**config.mk**
```make
export PLATFORM = sky130hd
export DESIGN_NAME = input_restricted_deque
export DESIGN_NICKNAME = d
export VERILOG_FILES = /design/src/ird_pkg.sv /design/src/ird_ctrl.sv /design/src/ird_datapath.sv /design/src/input_restricted_deque.sv
export SDC_FILE = /design/constraint.sdc
export NUM_CORES = 2
export LEC_CHECK = 0
export ABC_AREA = 1
export BUFFER_PORTS_ARGS = -buffer_cell sky130_fd_sc_hd__buf_2
export CAP_MARGIN = 0
export CORE_ASPECT_RATIO = 0.6
export CORE_MARGIN = 1
export CORE_UTILIZATION = 40
export DETAILED_ROUTE_END_ITERATION = 16
export PLACE_DENSITY = 0.55
export SYNTH_ARGS = -nofsm -noshare
export SYNTH_HDL_FRONTEND = slang
export SYNTH_HIERARCHICAL = 1
export SYNTH_SLANG_ARGS = --single-unit
```
**constraint.sdc**
```tcl
create_clock -name clk -period 7 [get_ports clk]
set_input_delay 0 -clock clk [delete_from_list [all_inputs] [get_ports clk]]
set_output_delay 0 -clock clk [all_outputs]
set_load 0.01 [all_outputs]
```
**src/ird_pkg.sv**
```systemverilog
`timescale 1ns / 1ps
// Shared types and codes for the input-restricted deque.
// Used by every module of the block and by its checker; no dependencies.
package ird_pkg;

	localparam int DEPTH_DEF  = 64;
	localparam int DATA_W     = 32;

	localparam logic [1:0] KIND_PUSH      = 2'd0;
	localparam logic [1:0] KIND_POP_FRONT = 2'd1;
	localparam logic [1:0] KIND_POP_REAR  = 2'd2;

	localparam logic [1:0] ST_OK    = 2'd0;
	localparam logic [1:0] ST_FULL  = 2'd1;
	localparam logic [1:0] ST_EMPTY = 2'd2;

	typedef struct packed {
		logic [1:0]               kind;
		logic signed [DATA_W-1:0] push_value;
	} req_item_t;

	typedef struct packed {
		logic signed [DATA_W-1:0] pop_value;
		logic [1:0]               status;
		logic                     is_empty;
		logic                     is_full;
	} rsp_item_t;

	// Command from the controller to the datapath.
	typedef struct packed {
		logic exec;
	} ird_cmd_t;

	typedef enum logic [1:0] {
		ST_IDLE = 2'b01,
		ST_SEND = 2'b10
	} ird_state_t;

endpackage

```
**src/ird_ctrl.sv**
```systemverilog
`timescale 1ns / 1ps
// Controller of the input-restricted deque: handshakes and sequencing.
// Depends on ird_pkg.
module ird_ctrl
	import ird_pkg::*;
(
	input  logic     clk,
	input  logic     arst_n,
	input  logic     req_valid,
	output logic     req_stall,
	output logic     rsp_valid,
	input  logic     rsp_stall,
	output ird_cmd_t cmd
);

	ird_state_t state_q;
	ird_state_t state_d;

	// A new request may enter in the same cycle that the pending response leaves.
	assign req_stall = (state_q == ST_SEND) && rsp_stall;
	assign rsp_valid = (state_q == ST_SEND);
	assign cmd.exec  = req_valid && !req_stall;

	always_comb begin
		state_d = state_q;
		case (state_q)
			ST_IDLE: begin
				if (cmd.exec) state_d = ST_SEND;
			end
			ST_SEND: begin
				if (!rsp_stall) state_d = cmd.exec ? ST_SEND : ST_IDLE;
			end
			default: state_d = ST_IDLE;
		endcase
	end

	always_ff @(posedge clk or negedge arst_n) begin
		if (!arst_n) begin
			state_q <= ST_IDLE;
		end else begin
			state_q <= state_d;
		end
	end

endmodule

```
**src/ird_datapath.sv**
```systemverilog
`timescale 1ns / 1ps
// Datapath of the input-restricted deque: entry memory, pointers, count
// and the response register. Depends on ird_pkg.
module ird_datapath
	import ird_pkg::*;
#(
	parameter int DEPTH = DEPTH_DEF
) (
	input  logic      clk,
	input  logic      arst_n,
	input  ird_cmd_t  cmd,
	input  req_item_t req,
	output rsp_item_t rsp
);

	localparam int AW = (DEPTH > 1) ? $clog2(DEPTH) : 1;
	localparam int CW = $clog2(DEPTH + 1);
	localparam logic [AW-1:0] LAST = AW'(DEPTH - 1);
	localparam logic [CW-1:0] FULL_CNT = CW'(DEPTH);

	logic signed [DATA_W-1:0] mem [DEPTH];

	logic [AW-1:0] head_q, tail_q;
	logic [CW-1:0] count_q;
	logic [AW-1:0] head_next, tail_next, tail_prev;
	logic [AW-1:0] head_d, tail_d;
	logic [CW-1:0] count_d;
	logic          is_empty, is_full;
	logic          do_push, do_pop_front, do_pop_rear;
	logic [1:0]    status_d;

	logic signed [DATA_W-1:0] rdata_q;
	logic                     pop_ok_q;
	logic [1:0]               status_q;
	logic                     empty_q, full_q;

	assign is_empty  = (count_q == '0);
	assign is_full   = (count_q == FULL_CNT);
	assign head_next = (head_q == LAST) ? '0 : head_q + 1'b1;
	assign tail_next = (tail_q == LAST) ? '0 : tail_q + 1'b1;
	assign tail_prev = (tail_q == '0) ? LAST : tail_q - 1'b1;

	always_comb begin
		do_push      = 1'b0;
		do_pop_front = 1'b0;
		do_pop_rear  = 1'b0;
		status_d     = ST_OK;
		case (req.kind)
			KIND_PUSH: begin
				if (is_full) status_d = ST_FULL;
				else do_push = 1'b1;
			end
			KIND_POP_FRONT: begin
				if (is_empty) status_d = ST_EMPTY;
				else do_pop_front = 1'b1;
			end
			KIND_POP_REAR: begin
				if (is_empty) status_d = ST_EMPTY;
				else do_pop_rear = 1'b1;
			end
			default: status_d = ST_OK;
		endcase
	end

	always_comb begin
		head_d  = head_q;
		tail_d  = tail_q;
		count_d = count_q;
		if (do_push) begin
			tail_d  = tail_next;
			count_d = count_q + 1'b1;
		end else if (do_pop_front) begin
			head_d  = head_next;
			count_d = count_q - 1'b1;
		end else if (do_pop_rear) begin
			tail_d  = tail_prev;
			count_d = count_q - 1'b1;
		end
	end

	always_ff @(posedge clk or negedge arst_n) begin
		if (!arst_n) begin
			head_q  <= '0;
			tail_q  <= '0;
			count_q <= '0;
		end else if (cmd.exec) begin
			head_q  <= head_d;
			tail_q  <= tail_d;
			count_q <= count_d;
		end
	end

	// Entry memory with a registered read port; the read data is held
	// until the next transaction, which keeps the response stable.
	always_ff @(posedge clk) begin
		if (cmd.exec && do_push) mem[tail_q] <= req.push_value;
		if (cmd.exec) rdata_q <= mem[do_pop_rear ? tail_prev : head_q];
	end

	always_ff @(posedge clk) begin
		if (cmd.exec) begin
			pop_ok_q <= do_pop_front || do_pop_rear;
			status_q <= status_d;
			empty_q  <= (count_d == '0);
			full_q   <= (count_d == FULL_CNT);
		end
	end

	assign rsp.pop_value = pop_ok_q ? rdata_q : '0;
	assign rsp.status    = status_q;
	assign rsp.is_empty  = empty_q;
	assign rsp.is_full   = full_q;

endmodule

```
**src/input_restricted_deque.sv**
```systemverilog
`timescale 1ns / 1ps
// Input-restricted deque: a circular buffer of DEPTH signed 32-bit entries
// that takes pushes at the rear and pops from either end. Every request
// yields exactly one response in the cycle after it is accepted, carrying the
// popped value (0 when nothing is popped), a status code and the empty and
// full flags as they stand after the request. One request per cycle is
// sustained while the response is not stalled: the response register
// frees in the cycle it is taken, so a new request may enter in that same
// cycle, and the read of the entry memory is registered with the response.
// The memory needs no clearing after reset; pops only read entries that
// were pushed. Depends on ird_pkg, ird_ctrl and ird_datapath.
module input_restricted_deque
	import ird_pkg::*;
#(
	parameter int DEPTH = DEPTH_DEF
) (
	input  logic      clk,
	input  logic      arst_n,
	input  logic      req_valid,
	output logic      req_stall,
	input  req_item_t req,
	output logic      rsp_valid,
	input  logic      rsp_stall,
	output rsp_item_t rsp
);

	ird_cmd_t cmd;

	ird_ctrl u_ctrl (
		.clk       (clk),
		.arst_n    (arst_n),
		.req_valid (req_valid),
		.req_stall (req_stall),
		.rsp_valid (rsp_valid),
		.rsp_stall (rsp_stall),
		.cmd       (cmd)
	);

	ird_datapath #(
		.DEPTH (DEPTH)
	) u_dp (
		.clk    (clk),
		.arst_n (arst_n),
		.cmd    (cmd),
		.req    (req),
		.rsp    (rsp)
	);

endmodule

```
==> flow_summary.rst <==
.. list-table::
   :header-rows: 1

   * - Metric
     - Value
   * - Clock input transition at the sequential cells of the worst setup and hold paths
     - about 70 ps
   * - Period utilisation layout
     - about two thirds
   * - Result of the run
     - finished clean
   * - Sequential cell area in the final layout
     - 63100 sq um
   * - Overall die area
     - around 230000 sq um
   * - Number of clock sinks
     - between 2k and 2.5k
   * - Routability congestion estimate from global placement
     - approximately 0.85
   * - Number of DRC violations after detailed routing
     - 0
   * - Average footprint of a synthesized cell
     - approximately 10 sq um
   * - Core Rows
     - 135
   * - CTS root buf
     - sky130_fd_sc_hd__clkbuf_16
   * - VDD IR max
     - 0.524 mV
   * - Final Non-Filler Cells
     - 12.0k
   * - GRT Util Overall
     - 24.0%
   * - Number of placed instances, taps included
     - 11.6k
   * - Net count after synthesis
     - approximately 9k
   * - Maximum number of pins on one net before global-route repair
     - 151
   * - Chain of cells forming the critical path
     - inv_1 -> ha_1 -> nand2_1 -> inv_2 -> nand2_2 -> nand2_4 -> nand2_4 -> nand2_8 -> buf_12 -> nand2_1 -> nand3_1 -> nand3_1 -> nand3_1 -> nand3_1 -> nand3_1 -> nand2_1
   * - Count of pins on the block boundary
     - 76
   * - Slowest stage cell on the critical path
     - sky130_fd_sc_hd__nand2_8
   * - WP data required
     - 7570 ps
   * - Synthesis Warnings
     - 6
   * - CTS tree
     - yes
   * - Slew at the pin closest to its max-slew limit
     - 1440 ps
   * - Total detailed-routing wirelength
     - 282000 microns
   * - HPWL after DPL
     - 156000 microns
   * - Worst clock skew
     - around 49 ps
   * - Per-cell routed wire length
     - 23.5 microns
   * - Fmax
     - 215 MHz
   * - Async SR Flop Fraction
     - 0.997%
   * - Hold violation total from the final report
     - 0
   * - Initial Util
     - 40.5%
   * - Register area share after synthesis
     - about 69%
   * - Accumulated negative setup slack
     - 0 ps
   * - Number of buffers inserted during clock tree synthesis
     - 195
   * - Area grow syn2layout
     - 11.1%
   * - Library cell appearing most often on the critical path
     - sky130_fd_sc_hd__nand3_1
   * - Final Instance Area
     - approximately 100000 sq um
   * - Final global-route overflow total
     - 0
   * - Placeable Area
     - roughly 230000 sq um
   * - Layout cell share with drive strength beyond 1
     - 6.57%
   * - Number of library cell types mapped by synthesis
     - 38
   * - Area of the multi-input gates
     - 20500 sq um
   * - Max-capacitance violation count
     - 0
   * - Arrival time reported for the critical path endpoint
     - around 5200 ps
   * - Final min period
     - between 4000 and 5000 ps
   * - Minimum setup slack after placement
     - around 2400 ps
   * - Clock latency at the later pin of the worst-skew pair
     - 860 ps
   * - Setup repair after global routing missed its margin
     - false
   * - Pwr per Cell Area
     - 382 nW/um^2
   * - Final setup violation count
     - 0
   * - Flops & latches, synth
     - 2106
   * - Type of the tightest min-delay check
     - in2reg
   * - Via count of the first global-routing pass
     - 57.8k
   * - Top_reg_cell synth
     - sky130_fd_sc_hd__edfxtp_1
   * - Worst rel slew slack
     - under 10%
   * - Maximum level of the CTS H-tree
     - 4
   * - Placed inst area
     - 95900 sq um
   * - Worst Path Buf+Inv
     - 3
   * - Post-CTS setup buffer count
     - 0
   * - Violation count after the first detailed-route iteration
     - 7300
   * - Count of mapped cells out of synthesis
     - 8820
   * - # resized after CTS
     - 0
   * - Initial antenna violation count
     - 9
   * - First-pass iteration count of the detailed router
     - 6
   * - Delay contributed by the slowest stage of the critical path
     - 770 ps
   * - Final antenna-violating net count
     - 0
   * - Routed via count
     - 62.4k
   * - Category of the critical setup timing path
     - reg2reg
   * - Post-synth design cell area
     - 91900 sq um
   * - Number of vias per cell after detailed routing
     - 5.19
   * - Critical path startpoint category
     - flop
   * - Post-synth EDFFs
     - 2085
   * - Maximum buffer depth of the clock tree
     - 4
   * - Maximum fanout encountered on the critical timing path
     - 114
   * - Number of buffers inserted by port buffering
     - 75
   * - Crit path max-delay family
     - simple AND/OR/NAND/NOR gates
   * - Leakage power
     - 42.3 nW
   * - First-pass GRT wire length
     - between 400000 and 500000 microns
   * - Final-layout fill cell count
     - 21.2k
   * - Horizontal die dimension
     - 621 microns
   * - Die extent in y
     - 373 microns
   * - Max-slew violations
     - 0
   * - Critical path endpoint category
     - flop
   * - Crit path setup slack, layout
     - ~2300 ps
   * - Total number of nets in the final design
     - 8905
## cell type report
type / count / area share [%]
timing repair buffer: 297 / 2.51
clock inverter: 87 / 0.619
sequential: 2106 / 61.8
antenna: 1 / 0.00245
multi-input combinational: 4548 / 20.0
tap: 3014 / 3.69
inverter: 1706 / 6.28
clock buffer: 252 / 5.05
## timing repair
action / in CTS / in global routing
setup endpoints to repair: 0 / 0
hold buffers: 43 / 0
endpoints found under the hold margin: 2036 / 0
## registers in the layout, summed over array words and instances (netlist names)
register        cells
u_dp/pop_ok_q       1
u_dp/status_q       2
u_dp/rdata_q       32
u_dp/count_q        7
u_dp/mem         2048
u_dp/full_q         1
u_ctrl/state_q      2
u_dp/empty_q        1
u_dp/tail_q         6
u_dp/head_q         6
## worst paths after layout
check                      slack, ps  cells after the start                            end                         from
max reg2reg                     2340                     16     u_dp/rdata_q[25]$_DFFE_PP_  u_dp/count_q[0]$_DFFE_PN0P_
max in group asynchronous       5350                      4     u_dp/head_q[1]$_DFFE_PN0P_                       arst_n
min                              150                      2     u_dp/mem[58][15]$_DFFE_PP_                      req[15]
max                             2340                     16     u_dp/rdata_q[25]$_DFFE_PP_  u_dp/count_q[0]$_DFFE_PN0P_
min reg2reg                      490                      1     u_dp/head_q[5]$_DFFE_PN0P_   u_dp/head_q[5]$_DFFE_PN0P_
min in group asynchronous        240                      3  u_ctrl/state_q[0]$_DFFE_PN1P_                       arst_n
## per-stage QoR
stage | hold WS [ps] | total power, W | utilization, %
floorplan | -296 | 0.0235 | -
global placement | 7.19 | 0.0288 | 42.2
detailed placement | 11.1 | 0.0288 | 42.3
CTS | 92.9 | 0.0390 | 45.0
global route | 138 | 0.0407 | 45.0
finish | 146 | 0.0390 | 45.0
## Yosys cell counts, types with 20 or more instances
library cell	instances	area [sq um]
sky130_fd_sc_hd__buf_2	321	1610
sky130_fd_sc_hd__clkbuf_1	58	218
sky130_fd_sc_hd__nand3b_1	32	240
sky130_fd_sc_hd__buf_4	26	195
sky130_fd_sc_hd__nor2_1	83	312
sky130_fd_sc_hd__o21ai_0	22	110
sky130_fd_sc_hd__dfrtp_1	20	500
sky130_fd_sc_hd__buf_1	20	75.1
sky130_fd_sc_hd__nand3_1	1843	9220
sky130_fd_sc_hd__nand2_1	2491	9350
sky130_fd_sc_hd__inv_1	1699	6380
sky130_fd_sc_hd__edfxtp_1	2085	62600
sky130_fd_sc_hd__buf_6	35	394
## layer usage
metal	part of all wire [%]	track usage [%]
met3	9.5	4.52
met5	0.0046	0
met2	41	33.7
met4	2.5	6.05
met1	47	37.7
## layout by cell type (no fill, tap or decap), types with 31 or more instances in the layout
cell,instances
sky130_fd_sc_hd__buf_4,160
sky130_fd_sc_hd__nand3b_1,32
sky130_fd_sc_hd__buf_12,31
sky130_fd_sc_hd__buf_2,63
sky130_fd_sc_hd__clkbuf_1,53
sky130_fd_sc_hd__clkinv_1,50
sky130_fd_sc_hd__clkbuf_16,197
sky130_fd_sc_hd__edfxtp_1,2085
sky130_fd_sc_hd__nor2_4,68
sky130_fd_sc_hd__inv_1,1697
sky130_fd_sc_hd__nand3_1,1843
sky130_fd_sc_hd__dlygate4sd3_1,43
sky130_fd_sc_hd__nand2_1,2490
## worst reg2reg max path: stages, from the launching register on
cell,delay [ps]
sky130_fd_sc_hd__dfrtp_1,410
sky130_fd_sc_hd__inv_1,150
sky130_fd_sc_hd__ha_1,170
sky130_fd_sc_hd__nand2_1,100
sky130_fd_sc_hd__inv_2,90
sky130_fd_sc_hd__nand2_2,110
sky130_fd_sc_hd__nand2_4,130
sky130_fd_sc_hd__nand2_4,360
sky130_fd_sc_hd__nand2_8,780
sky130_fd_sc_hd__buf_12,750
sky130_fd_sc_hd__nand2_1,180
sky130_fd_sc_hd__nand3_1,120
sky130_fd_sc_hd__nand3_1,80
sky130_fd_sc_hd__nand3_1,120
sky130_fd_sc_hd__nand3_1,270
sky130_fd_sc_hd__nand3_1,400
sky130_fd_sc_hd__nand2_1,200
## cell families after synthesis
group	after synthesis	synth area share, %
fa+ha+maj	13	0.177
compound gates	38	0.255
buf+inv	2166	9.67
flops	2106	68.7
simple gates	4483	21.1
xor+xnor	14	0.133
## where the power goes
group | internal (W) | total [W] | switching [W]
Combinational | 0.00369 | 0.0143 | 0.0106
Clock | 0.00553 | 0.0102 | 0.00469
Sequential | 0.0142 | 0.0145 | 0.000300
Power figures use the tool's default switching activity.
